`src/rtl/ysc_pkg.sv`:
```
// Shared types, constants and helper functions for the YCbCr skin classifier.
package ysc_pkg;

    localparam int unsigned PIX_W    = 8;
    localparam int unsigned COEF_W   = 10;
    localparam int unsigned PROD_W   = PIX_W + COEF_W;
    localparam int unsigned SUM_W    = PROD_W + 3;
    localparam int unsigned FRAC_W   = 10;
    localparam int unsigned CFG_IDX_W = 2;

    // BT.601 coefficients scaled by 1024
    localparam logic [COEF_W-1:0] K_Y_R  = COEF_W'(263);
    localparam logic [COEF_W-1:0] K_Y_G  = COEF_W'(516);
    localparam logic [COEF_W-1:0] K_Y_B  = COEF_W'(100);
    localparam logic [COEF_W-1:0] K_CB_R = COEF_W'(152);
    localparam logic [COEF_W-1:0] K_CB_G = COEF_W'(298);
    localparam logic [COEF_W-1:0] K_CB_B = COEF_W'(450);
    localparam logic [COEF_W-1:0] K_CR_R = COEF_W'(450);
    localparam logic [COEF_W-1:0] K_CR_G = COEF_W'(377);
    localparam logic [COEF_W-1:0] K_CR_B = COEF_W'(73);

    // Offsets scaled by 1024, with the rounding half already folded in
    localparam logic signed [SUM_W-1:0] OFS_Y_RND = SUM_W'(16 * 1024 + 512);
    localparam logic signed [SUM_W-1:0] OFS_C_RND = SUM_W'(128 * 1024 + 512);

    // Register indexes
    localparam logic [CFG_IDX_W-1:0] CFG_CENTER_CB  = 2'd0;
    localparam logic [CFG_IDX_W-1:0] CFG_CENTER_CR  = 2'd1;
    localparam logic [CFG_IDX_W-1:0] CFG_HALF_RANGE = 2'd2;

    localparam logic [PIX_W-1:0] RST_CENTER_CB  = 8'd120;
    localparam logic [PIX_W-1:0] RST_CENTER_CR  = 8'd155;
    localparam logic [PIX_W-1:0] RST_HALF_RANGE = 8'd22;

    typedef struct packed {
        logic [PIX_W-1:0] red;
        logic [PIX_W-1:0] green;
        logic [PIX_W-1:0] blue;
    } pixel_in_t;

    typedef struct packed {
        logic [PIX_W-1:0] luma;
        logic [PIX_W-1:0] chroma_blue;
        logic [PIX_W-1:0] chroma_red;
        logic             is_skin;
    } pixel_out_t;

    // Nine partial products, magnitudes only; signs applied in the sum stage
    typedef struct packed {
        logic [PROD_W-1:0] y_r;
        logic [PROD_W-1:0] y_g;
        logic [PROD_W-1:0] y_b;
        logic [PROD_W-1:0] cb_r;
        logic [PROD_W-1:0] cb_g;
        logic [PROD_W-1:0] cb_b;
        logic [PROD_W-1:0] cr_r;
        logic [PROD_W-1:0] cr_g;
        logic [PROD_W-1:0] cr_b;
    } prod_t;

    typedef struct packed {
        logic [PIX_W-1:0] luma;
        logic [PIX_W-1:0] chroma_blue;
        logic [PIX_W-1:0] chroma_red;
    } ycc_t;

    typedef struct packed {
        logic [PIX_W-1:0] center_cb;
        logic [PIX_W-1:0] center_cr;
        logic [PIX_W-1:0] half_range;
    } box_cfg_t;

    // Drop the fraction and clamp to 0..255
    function automatic logic [PIX_W-1:0] to_pixel(input logic signed [SUM_W-1:0] sum);
        logic [SUM_W-FRAC_W-1:0] whole;
        whole = sum[SUM_W-1:FRAC_W];
        if (sum < 0)
            return '0;
        else if (whole > (SUM_W-FRAC_W)'(255))
            return '1;
        else
            return whole[PIX_W-1:0];
    endfunction

    // centre - half < v < centre + half, rearranged to stay unsigned
    function automatic logic in_band(input logic [PIX_W-1:0] v,
                                     input logic [PIX_W-1:0] centre,
                                     input logic [PIX_W-1:0] half);
        logic [PIX_W:0] v_plus_h;
        logic [PIX_W:0] c_plus_h;
        v_plus_h = {1'b0, v} + {1'b0, half};
        c_plus_h = {1'b0, centre} + {1'b0, half};
        return (v_plus_h > {1'b0, centre}) && ({1'b0, v} < c_plus_h);
    endfunction

endpackage

```
`src/rtl/ysc_mult.sv`:
```
// First pipeline stage: constant-coefficient partial products.
module ysc_mult (
    input  logic               clk,
    input  logic               rst_n,
    input  logic               advance,
    input  logic               valid_in,
    input  ysc_pkg::pixel_in_t data_in,
    output logic               valid,
    output ysc_pkg::prod_t     data
);

    logic           valid_reg;
    ysc_pkg::prod_t data_reg;
    ysc_pkg::prod_t data_next;

    function automatic logic [ysc_pkg::PROD_W-1:0] mul(
        input logic [ysc_pkg::PIX_W-1:0]  x,
        input logic [ysc_pkg::COEF_W-1:0] k);
        return ysc_pkg::PROD_W'(x) * ysc_pkg::PROD_W'(k);
    endfunction

    always_comb
    begin
        data_next.y_r  = mul(data_in.red,   ysc_pkg::K_Y_R);
        data_next.y_g  = mul(data_in.green, ysc_pkg::K_Y_G);
        data_next.y_b  = mul(data_in.blue,  ysc_pkg::K_Y_B);
        data_next.cb_r = mul(data_in.red,   ysc_pkg::K_CB_R);
        data_next.cb_g = mul(data_in.green, ysc_pkg::K_CB_G);
        data_next.cb_b = mul(data_in.blue,  ysc_pkg::K_CB_B);
        data_next.cr_r = mul(data_in.red,   ysc_pkg::K_CR_R);
        data_next.cr_g = mul(data_in.green, ysc_pkg::K_CR_G);
        data_next.cr_b = mul(data_in.blue,  ysc_pkg::K_CR_B);
    end

    always_ff @(posedge clk or negedge rst_n)
    begin
        if (!rst_n)
            valid_reg <= 1'b0;
        else if (advance)
            valid_reg <= valid_in;
    end

    always_ff @(posedge clk)
    begin
        if (advance && valid_in)
            data_reg <= data_next;
    end

    assign valid = valid_reg;
    assign data  = data_reg;

endmodule

```
`src/rtl/ysc_round.sv`:
```
// Second pipeline stage: signed sums, rounding and saturation to 8 bits.
module ysc_round (
    input  logic           clk,
    input  logic           rst_n,
    input  logic           advance,
    input  logic           valid_in,
    input  ysc_pkg::prod_t data_in,
    output logic           valid,
    output ysc_pkg::ycc_t  data
);

    logic                               valid_reg;
    ysc_pkg::ycc_t                      data_reg;
    ysc_pkg::ycc_t                      data_next;
    logic signed [ysc_pkg::SUM_W-1:0]   sum_y;
    logic signed [ysc_pkg::SUM_W-1:0]   sum_cb;
    logic signed [ysc_pkg::SUM_W-1:0]   sum_cr;

    always_comb
    begin
        sum_y  = ysc_pkg::OFS_Y_RND
               + $signed(ysc_pkg::SUM_W'(data_in.y_r))
               + $signed(ysc_pkg::SUM_W'(data_in.y_g))
               + $signed(ysc_pkg::SUM_W'(data_in.y_b));
        sum_cb = ysc_pkg::OFS_C_RND
               - $signed(ysc_pkg::SUM_W'(data_in.cb_r))
               - $signed(ysc_pkg::SUM_W'(data_in.cb_g))
               + $signed(ysc_pkg::SUM_W'(data_in.cb_b));
        sum_cr = ysc_pkg::OFS_C_RND
               + $signed(ysc_pkg::SUM_W'(data_in.cr_r))
               - $signed(ysc_pkg::SUM_W'(data_in.cr_g))
               - $signed(ysc_pkg::SUM_W'(data_in.cr_b));
        data_next.luma        = ysc_pkg::to_pixel(sum_y);
        data_next.chroma_blue = ysc_pkg::to_pixel(sum_cb);
        data_next.chroma_red  = ysc_pkg::to_pixel(sum_cr);
    end

    always_ff @(posedge clk or negedge rst_n)
    begin
        if (!rst_n)
            valid_reg <= 1'b0;
        else if (advance)
            valid_reg <= valid_in;
    end

    always_ff @(posedge clk)
    begin
        if (advance && valid_in)
            data_reg <= data_next;
    end

    assign valid = valid_reg;
    assign data  = data_reg;

endmodule

```
`src/rtl/ysc_band.sv`:
```
// Third pipeline stage: chroma box test and the output register.
module ysc_band (
    input  logic                clk,
    input  logic                rst_n,
    input  logic                advance,
    input  logic                valid_in,
    input  ysc_pkg::ycc_t       data_in,
    input  ysc_pkg::box_cfg_t   box,
    output logic                valid,
    output ysc_pkg::pixel_out_t data
);

    logic                valid_reg;
    ysc_pkg::pixel_out_t data_reg;
    ysc_pkg::pixel_out_t data_next;

    always_comb
    begin
        data_next.luma        = data_in.luma;
        data_next.chroma_blue = data_in.chroma_blue;
        data_next.chroma_red  = data_in.chroma_red;
        data_next.is_skin     =
            ysc_pkg::in_band(data_in.chroma_blue, box.center_cb, box.half_range) &&
            ysc_pkg::in_band(data_in.chroma_red,  box.center_cr, box.half_range);
    end

    always_ff @(posedge clk or negedge rst_n)
    begin
        if (!rst_n)
            valid_reg <= 1'b0;
        else if (advance)
            valid_reg <= valid_in;
    end

    always_ff @(posedge clk)
    begin
        if (advance && valid_in)
            data_reg <= data_next;
    end

    assign valid = valid_reg;
    assign data  = data_reg;

endmodule

```
`src/rtl/ycbcr_skin_classifier_top.sv`:
```
// Top level of the BT.601 YCbCr converter with chroma-box skin classifier.
//
// Input channel: one RGB pixel per transfer on in_valid/in_ready/in_data.
// Output channel: one result per pixel on out_valid/out_ready/out_data,
// carrying Y, Cb, Cr (rounded half up, clamped to 0..255) and the skin flag.
// Configuration: cfg_wr_en writes cfg_data into the register at cfg_index
// (0 centre Cb, 1 centre Cr, 2 half range); other indexes are ignored.
// Write registers only while no pixel is in flight.
//
// Pipeline: three register stages; a pixel moves from the product register to the
// sum register and then to the output register, where it is offered.
// Stage one forms the nine constant products, stage two sums, rounds and
// clamps, stage three runs the box test and is the output register.
// Throughput: one pixel per cycle while the receiver keeps out_ready high.
// Each stage advances when it is empty or the stage after it advances, so
// bubbles collapse and a stalled receiver fills the pipe before in_ready drops.
// Reset empties all stages and loads the box registers with 120, 155 and 22.
module ycbcr_skin_classifier_top (
    input  logic                              clk,
    input  logic                              rst_n,
    input  logic                              in_valid,
    output logic                              in_ready,
    input  ysc_pkg::pixel_in_t                in_data,
    output logic                              out_valid,
    input  logic                              out_ready,
    output ysc_pkg::pixel_out_t               out_data,
    input  logic                              cfg_wr_en,
    input  logic [ysc_pkg::CFG_IDX_W-1:0]     cfg_index,
    input  logic [ysc_pkg::PIX_W-1:0]         cfg_data
);

    ysc_pkg::box_cfg_t box_reg;

    logic           mult_valid;
    ysc_pkg::prod_t mult_data;
    logic           round_valid;
    ysc_pkg::ycc_t  round_data;

    logic adv_mult;
    logic adv_round;
    logic adv_band;

    // Advance chain: a stage may load when it is empty or its contents move on
    assign adv_band  = !out_valid   || out_ready;
    assign adv_round = !round_valid || adv_band;
    assign adv_mult  = !mult_valid  || adv_round;
    assign in_ready  = adv_mult;

    // Box registers
    always_ff @(posedge clk or negedge rst_n)
    begin
        if (!rst_n)
        begin
            box_reg.center_cb  <= ysc_pkg::RST_CENTER_CB;
            box_reg.center_cr  <= ysc_pkg::RST_CENTER_CR;
            box_reg.half_range <= ysc_pkg::RST_HALF_RANGE;
        end
        else if (cfg_wr_en)
        begin
            case (cfg_index)
                ysc_pkg::CFG_CENTER_CB:  box_reg.center_cb  <= cfg_data;
                ysc_pkg::CFG_CENTER_CR:  box_reg.center_cr  <= cfg_data;
                ysc_pkg::CFG_HALF_RANGE: box_reg.half_range <= cfg_data;
                default: ; // unused index: drop the write
            endcase
        end
    end

    ysc_mult u_mult (
        .clk      (clk),
        .rst_n    (rst_n),
        .advance  (adv_mult),
        .valid_in (in_valid),
        .data_in  (in_data),
        .valid    (mult_valid),
        .data     (mult_data)
    );

    ysc_round u_round (
        .clk      (clk),
        .rst_n    (rst_n),
        .advance  (adv_round),
        .valid_in (mult_valid),
        .data_in  (mult_data),
        .valid    (round_valid),
        .data     (round_data)
    );

    ysc_band u_band (
        .clk      (clk),
        .rst_n    (rst_n),
        .advance  (adv_band),
        .valid_in (round_valid),
        .data_in  (round_data),
        .box      (box_reg),
        .valid    (out_valid),
        .data     (out_data)
    );

`ifndef NO_ASSERTIONS
    // A full pipe behind a stalled receiver must refuse new pixels
    assert property (@(posedge clk) disable iff (!rst_n)
        (mult_valid && round_valid && out_valid && !out_ready) |-> !in_ready)
        else $error("input taken while every stage is full and stalled");

    // An accepted pixel always lands in the first stage
    assert property (@(posedge clk) disable iff (!rst_n)
        (in_valid && in_ready) |=> mult_valid)
        else $error("accepted pixel lost at the first stage");

    // Studio range: Y in 16..235, Cb in 16..240 for any 8-bit RGB
    assert property (@(posedge clk) disable iff (!rst_n)
        out_valid |-> (out_data.luma >= 8'd16) && (out_data.luma <= 8'd235) &&
                      (out_data.chroma_blue >= 8'd16) && (out_data.chroma_blue <= 8'd240))
        else $error("converted value outside studio range");
`endif

endmodule

```
`config.mk`:
```
export PLATFORM = sky130hd
export DESIGN_NAME = ycbcr_skin_classifier_top
export DESIGN_NICKNAME = d
export VERILOG_FILES = /design/src/rtl/ysc_pkg.sv /design/src/rtl/ysc_mult.sv /design/src/rtl/ysc_round.sv /design/src/rtl/ysc_band.sv /design/src/rtl/ycbcr_skin_classifier_top.sv
export SDC_FILE = /design/constraint.sdc
export NUM_CORES = 1
export LEC_CHECK = 0
export ABC_CLOCK_PERIOD_IN_PS = 4800
export BUFFER_PORTS_ARGS = -buffer_cell sky130_fd_sc_hd__buf_4
export CAP_MARGIN = 20
export CORE_MARGIN = 3
export CORE_UTILIZATION = 55
export DETAILED_ROUTE_END_ITERATION = 8
export PLACE_DENSITY = 0.74
export SLEW_MARGIN = 40
export SYNTH_ARGS = -nofsm -noshare
export SYNTH_HDL_FRONTEND = slang
export SYNTH_SLANG_ARGS = --single-unit
```
`constraint.sdc`:
```
create_clock -name clk -period 4.8 [get_ports clk]
set_input_delay 0.72 -clock clk [delete_from_list [all_inputs] [get_ports clk]]
set_output_delay 0.72 -clock clk [all_outputs]
set_load 0.05 [all_outputs]
```
==> results of run 1 <==
[placed cells by master, fill, tap and decap left out, types with 16 or more instances in the layout]
cell         n
o21bai_1    23
clkbuf_16   17
a21o_1      47
nand3_1     22
nor2_1      47
mux2_2      17
o21ai_0     59
edfxtp_1   173
a21oi_1    102
nor2b_1     16
nand2_1     63
nand2b_1    17
xor2_1      46
fa_1        98
inv_1      269
o21a_1      17
ha_1       375
xnor2_1     83
buf_4       73
[cell type report]
| cell class | instances | area, sq um | share of cell area (%) |
|---|---|---|---|
| clock inverters | 11 | 138.9 | 0.6983 |
| inverters | 269 | 1010 | 5.077 |
| well taps | 435 | 544.3 | 2.737 |
| flip-flops and latches | 200 | 5886 | 29.59 |
| repair buffers | 75 | 588.1 | 2.957 |
| multi-input cells | 1173 | 11280 | 56.72 |
| clock buffers | 21 | 440.4 | 2.215 |
[critical path: cells and delay by family, from the launching register on]
kind,cells,cell delay (ps)
AO/OA/AOI/OAI,6,1620
XOR/XNOR,1,170
adder cells (fa/ha/maj),2,850
buffers and inverters,2,170
flip-flops,1,510
AND/OR/NAND/NOR,5,830
[metal layers]
metal	global-route usage, %	up-vias	wire length (um)
li1	-	5973	-
met3	2.767	63	1272
met5	0	-	0
met2	37.29	238	18200
met4	8.081	0	1294
met1	30.18	5915	17700
[synth_stat cells (15+ instances only)]
library cell  number
ha_1             375
nand2b_1          17
nand3_1           22
o21ai_0           59
a21oi_1          102
o21bai_1          23
nor2_1            47
nand2_1           63
nor2b_1           16
o21a_1            17
a21o_1            47
edfxtp_1         173
inv_1            269
xor2_1            46
dfrtp_1           15
fa_1              98
xnor2_1           83
mux2_2            17
[metrics by stage]
step                      cells  utilization (%)  area, sq um  hold WS, ps
after floorplan            1648                -        18200        400.3
after detailed placement   2151            60.20        19290        407.9
final                      2184            62.07        19890        180.5
after global placement     2151            60.20        19290        402.4
after global routing       2184            62.07        19890        194.5
after CTS                  2183            62.00        19870        171.2
[worst min path at each step]
| stage | endpoint | slack [ps] | cells past startpoint |
|---|---|---|---|
| floorplan | u_band.data[17] | 400 | 0 |
| global placement | u_band.data[21] | 400 | 0 |
| detailed placement | u_band.data[19] | 410 | 0 |
| CTS | box_reg[10] | 170 | 1 |
| global route | box_reg[17] | 190 | 1 |
| finish | box_reg[10] | 180 | 1 |
[cell families after synthesis]
| family | after synthesis | synth area share, % |
|---|---|---|
| simple gates | 221 | 5.955 |
| flops | 200 | 32.35 |
| buf+inv | 275 | 5.673 |
| compound gates | 331 | 12.09 |
| fa+ha+maj | 473 | 36.57 |
| xor+xnor | 129 | 6.209 |
| mux | 19 | 1.162 |
[where the power goes]
part | internal, mW | switching (mW) | leakage (nW)
Clock | 0.780 | 0.683 | 0.275
Combinational | 3.07 | 3.95 | 7.29
Sequential | 2.68 | 0.367 | 1.97
Total | 6.53 | 5.00 | 9.54
==> results.toml, run 1 <==
[timing]
rsz0062_at_grt = "no"
fin_skew_ps = 11.10
hold_viol_final = 0
setup_slack_ps = 520.3
fin_crit_sh_pct = 89.16
relSlewSlack_pct = 60.15
finalSetupViolCount = 0
worstMarginPinSlew_ps = 592.7
drv_slew = 0
max_clock_freq_ghz = 0.2337
tns_ps = 0
min_period_ps = 4280

[route]
drc = 0
antenna_left = 0
drtPass1Iterations = 5
drt_iter0_markers = 602
finalWirelength_um = 38480
dr_total_vias = 12190
viasPerCell = 5.581
wl_per_cell_um = 17.62

[synth]
ys_seq_area_share_pct = 32.35
synth_seq_cells = 200
synth_fp_nets = 2160
yosysWarnings = 0
synth-edff-count = 173
synth_cell_types = 64
synthArstFlopShare_pct = 13.50
syn_inst = 1648
yosys.area.top_type_share_pct = 28.55
avgSynthCellArea_sq_um = 11.04
syn_area_sq_um = 18200
synth_top_area_cell = "edfxtp_1"
synth_top_flop_cell = "edfxtp_1"
synthTopCellsByArea = "edfxtp_1 (29%), ha_1 (26%), fa_1 (11%)"

[status]
outcome = "completed"

[clocking]
cts_root_buf = "clkbuf_16"
h-tree-depth = 4
cts_hold_buffers = 0
clk_latency_ps = 450
postCtsResizedCells = 0
cts_tree = "yes"
clock_path_buffers = 2
cts_setup_buffers = 0
clock_sinks = 200
path_clk_slew_ps = 80
numCtsBuffers = 17

[setup_path]
path_cells = "inv_1 -> nand3_1 -> o31ai_1 -> nand2_1 -> or3_1 -> xnor2_1 -> fa_1 -> inv_1 -> ha_1 -> a21oi_1 -> nor2b_1 -> o21ai_0 -> nand2_1 -> a211oi_2 -> o2bb2ai_2 -> o21a_1"
cpMaxStageDelayCell = "o31ai_1"
r2r_slack_ps = 520
crit_type = "reg2reg"
cp-endpoint = "u_round.data[10]"
crit_arrival_ps = 4590
max_stage_delay_ps = 530
cp-end-kind = "flop"
timing.rr.end = "u_round.data[10]"
cp_max_fo = 8
rr_worst_depth = 16
startpoint = "u_mult.data[144]"
reg2reg_from = "u_mult.data[144]"
crit_required_ps = 5110
startpoint_type = "flop"

[floorplanning]
num_rows = 65
die_y_um = 187.9
core_sq_um = 32040
io_pins = 66
start_util_pct = 56.79
die_x_um = 187.9
dieArea_sq_um = 35300

[global_route]
grt_pass1_wl_um = 62790
grt_start_max_net_pins = 64
track_usage_pct = 22.37
antenna_found_initial = 0
grt_pass1_vias = 12420
grt-ovfl-total = 0

[place]
dpl_worst_slack_ps = 134.5
portBuffers = 65
place_hpwl_um = 31140
gp_congestion = 0.8753

[power_and_ir_drop]
peakVddDrop_uv = 351.8
p_per_area_nw_per_um2 = 579.6
finalPower_mw = 11.53
power_leakage_nw = 9.542

[finish]
syn2layout_area_growth_pct = 9.296
largest_reg_flops = 124
layout.nets = 2248
diodes = 0
drive_gt1_share_pct = 8.462
fill_cells = 2620

[run]
cap_violations = 0

[min_path]
hp-class = "in2async"
(Power assumes the default switching activity.)
==> run 2, diff against run 1 <==
--- a/config.mk
+++ b/config.mk
@@ -12,6 +12,7 @@
 export CORE_UTILIZATION = 55
 export DETAILED_ROUTE_END_ITERATION = 8
 export PLACE_DENSITY = 0.74
+export REMOVE_ABC_BUFFERS = 1
 export SLEW_MARGIN = 40
 export SYNTH_ARGS = -nofsm -noshare
 export SYNTH_HDL_FRONTEND = slang
==> results.toml, run 2 (synthesis gave the netlist of run 1 again) <==
[global_route]
grt_start_max_net_pins = 58
track_usage_pct = 22.84
grt_pass1_vias = 12530
grt-ovfl-total = 0
grt_pass1_wl_um = 64280
antenna_found_initial = 0

[timing]
fin_skew_ps = 10.44
max_clock_freq_ghz = 0.2344
worstMarginPinSlew_ps = 619.4
relSlewSlack_pct = 58.36
rsz0062_at_grt = "no"
tns_ps = 0
hold_viol_final = 0
finalSetupViolCount = 0
drv_slew = 0
min_period_ps = 4267
fin_crit_sh_pct = 88.89

[min_path]
hp-class = "in2async"

[finish]
final_common_cell = "ha_1"
final_cell_mix = "ha_1 (375), inv_1 (269), edfxtp_1 (173), a21oi_1 (102), fa_1 (98)"
largest_reg_flops = 124
diodes = 0
syn2layout_area_growth_pct = 9.207
layout.nets = 2249
fill_cells = 2630
drive_gt1_share_pct = 8.686
finalNonFillerCells = 2185

[setup_path]
startpoint_type = "flop"
cpMostUsedCell = "nand2_1"
max_stage_delay_ps = 540
timing.rr.end = "u_round.data[11]"
crit_required_ps = 5110
cpMaxStageDelayCell = "o31ai_1"
reg2reg_from = "u_mult.data[95]"
r2r_slack_ps = 530
cp_max_fo = 8
path_cells = "nor2_1 -> nand3_1 -> o31ai_1 -> nand2_1 -> or3_1 -> xnor2_1 -> fa_1 -> inv_1 -> ha_1 -> a21oi_1 -> nor2b_1 -> o21ai_0 -> nand2_1 -> a211oi_2 -> o2bb2ai_2 -> o21a_1"
crit_arrival_ps = 4570
cp-end-kind = "flop"
crit_type = "reg2reg"
rr_worst_depth = 16

[clocking]
numCtsBuffers = 17
cts_hold_buffers = 0
clk_latency_ps = 440
postCtsResizedCells = 0
clock_sinks = 200
cts_tree = "yes"
cts_root_buf = "clkbuf_16"
path_clk_slew_ps = 80
cts_setup_buffers = 0
h-tree-depth = 4
clock_path_buffers = 2

[place]
place_hpwl_um = 31590
gp_congestion = 0.8626
dp.cells = 2153
portBuffers = 65

[route]
finalWirelength_um = 38600
antenna_left = 0
drtPass1Iterations = 5
drt_iter0_markers = 746
dr_total_vias = 12070
drc = 0
viasPerCell = 5.523
wl_per_cell_um = 17.66

[power_and_ir_drop]
peakVddDrop_uv = 328.6
power_leakage_nw = 9.537
p_per_area_nw_per_um2 = 577.3

[floorplanning]
io_pins = 66
num_rows = 65
dieArea_sq_um = 35300
core_sq_um = 32040
die_x_um = 187.9
start_util_pct = 56.79
die_y_um = 187.9

[run]
cap_violations = 0

[status]
outcome = "completed"
run 2: worst max-delay path by stage:
| stage | from | to | depth (start not counted) |
|---|---|---|---|
| 2_1_floorplan | u_band.valid | u_mult.data[100] | 3 |
| 3_3_place_gp | in_data[13] | u_mult.data[34] | 14 |
| 3_5_place_dp | in_data[13] | u_mult.data[34] | 14 |
| 4_1_cts | in_data[13] | u_mult.data[34] | 14 |
| 5_1_grt | u_mult.data[95] | u_round.data[11] | 16 |
| 6_report | u_mult.data[95] | u_round.data[11] | 16 |
run 2: cell type report:
cell class	count	area, sq um	share of cell area [%]
Clock buffer	18	429.2	2.160
Clock inverter	14	113.9	0.5730
Inverter	269	1010	5.081
Multi-Input combinational cell	1173	11280	56.77
Sequential cell	200	5886	29.62
Tap cell	435	544.3	2.739
Timing Repair Buffer	76	608.1	3.060
run 2: routing by layer:
metal,vias to the layer above,wire length [um],GRT usage [%]
met4,0,1123,7.388
met2,220,18460,38.18
met1,5815,17510,30.66
met3,51,1500,3.515
li1,5982,-,-
met5,-,0,0
run 2: power breakdown:
group / switching (mW) / internal [mW]
Clock: 0.697 / 0.677
Combinational: 3.99 / 3.09
Sequential: 0.345 / 2.67
Total: 5.03 / 6.44
run 2: worst max-delay path, delay by kind of cell, from the launching register on:
kind	cells	cell delay [ps]
buffers and inverters	1	40
flip-flops	1	470
AND/OR/NAND/NOR	6	1010
AO/OA/AOI/OAI	6	1630
adder cells (fa/ha/maj)	2	830
XOR/XNOR	1	150
run 2: through the flow:
| step | total power, mW | setup slack, ps | area (sq um) | utilization [%] | hold slack, ps |
|---|---|---|---|---|---|
| 2_1_floorplan | 8.318 | 176.5 | 18170 | - | 400.3 |
| 3_3_place_gp | 9.823 | 154.8 | 19290 | 60.20 | 407.8 |
| 3_5_place_dp | 10.02 | 90.56 | 19330 | 60.32 | 409.7 |
| 4_1_cts | 11.49 | 552.5 | 19870 | 62.01 | 176.7 |
| 5_1_grt | 12.53 | 145.2 | 19870 | 62.01 | 196.4 |
| 6_report | 11.47 | 533.4 | 19870 | 62.01 | 184.1 |
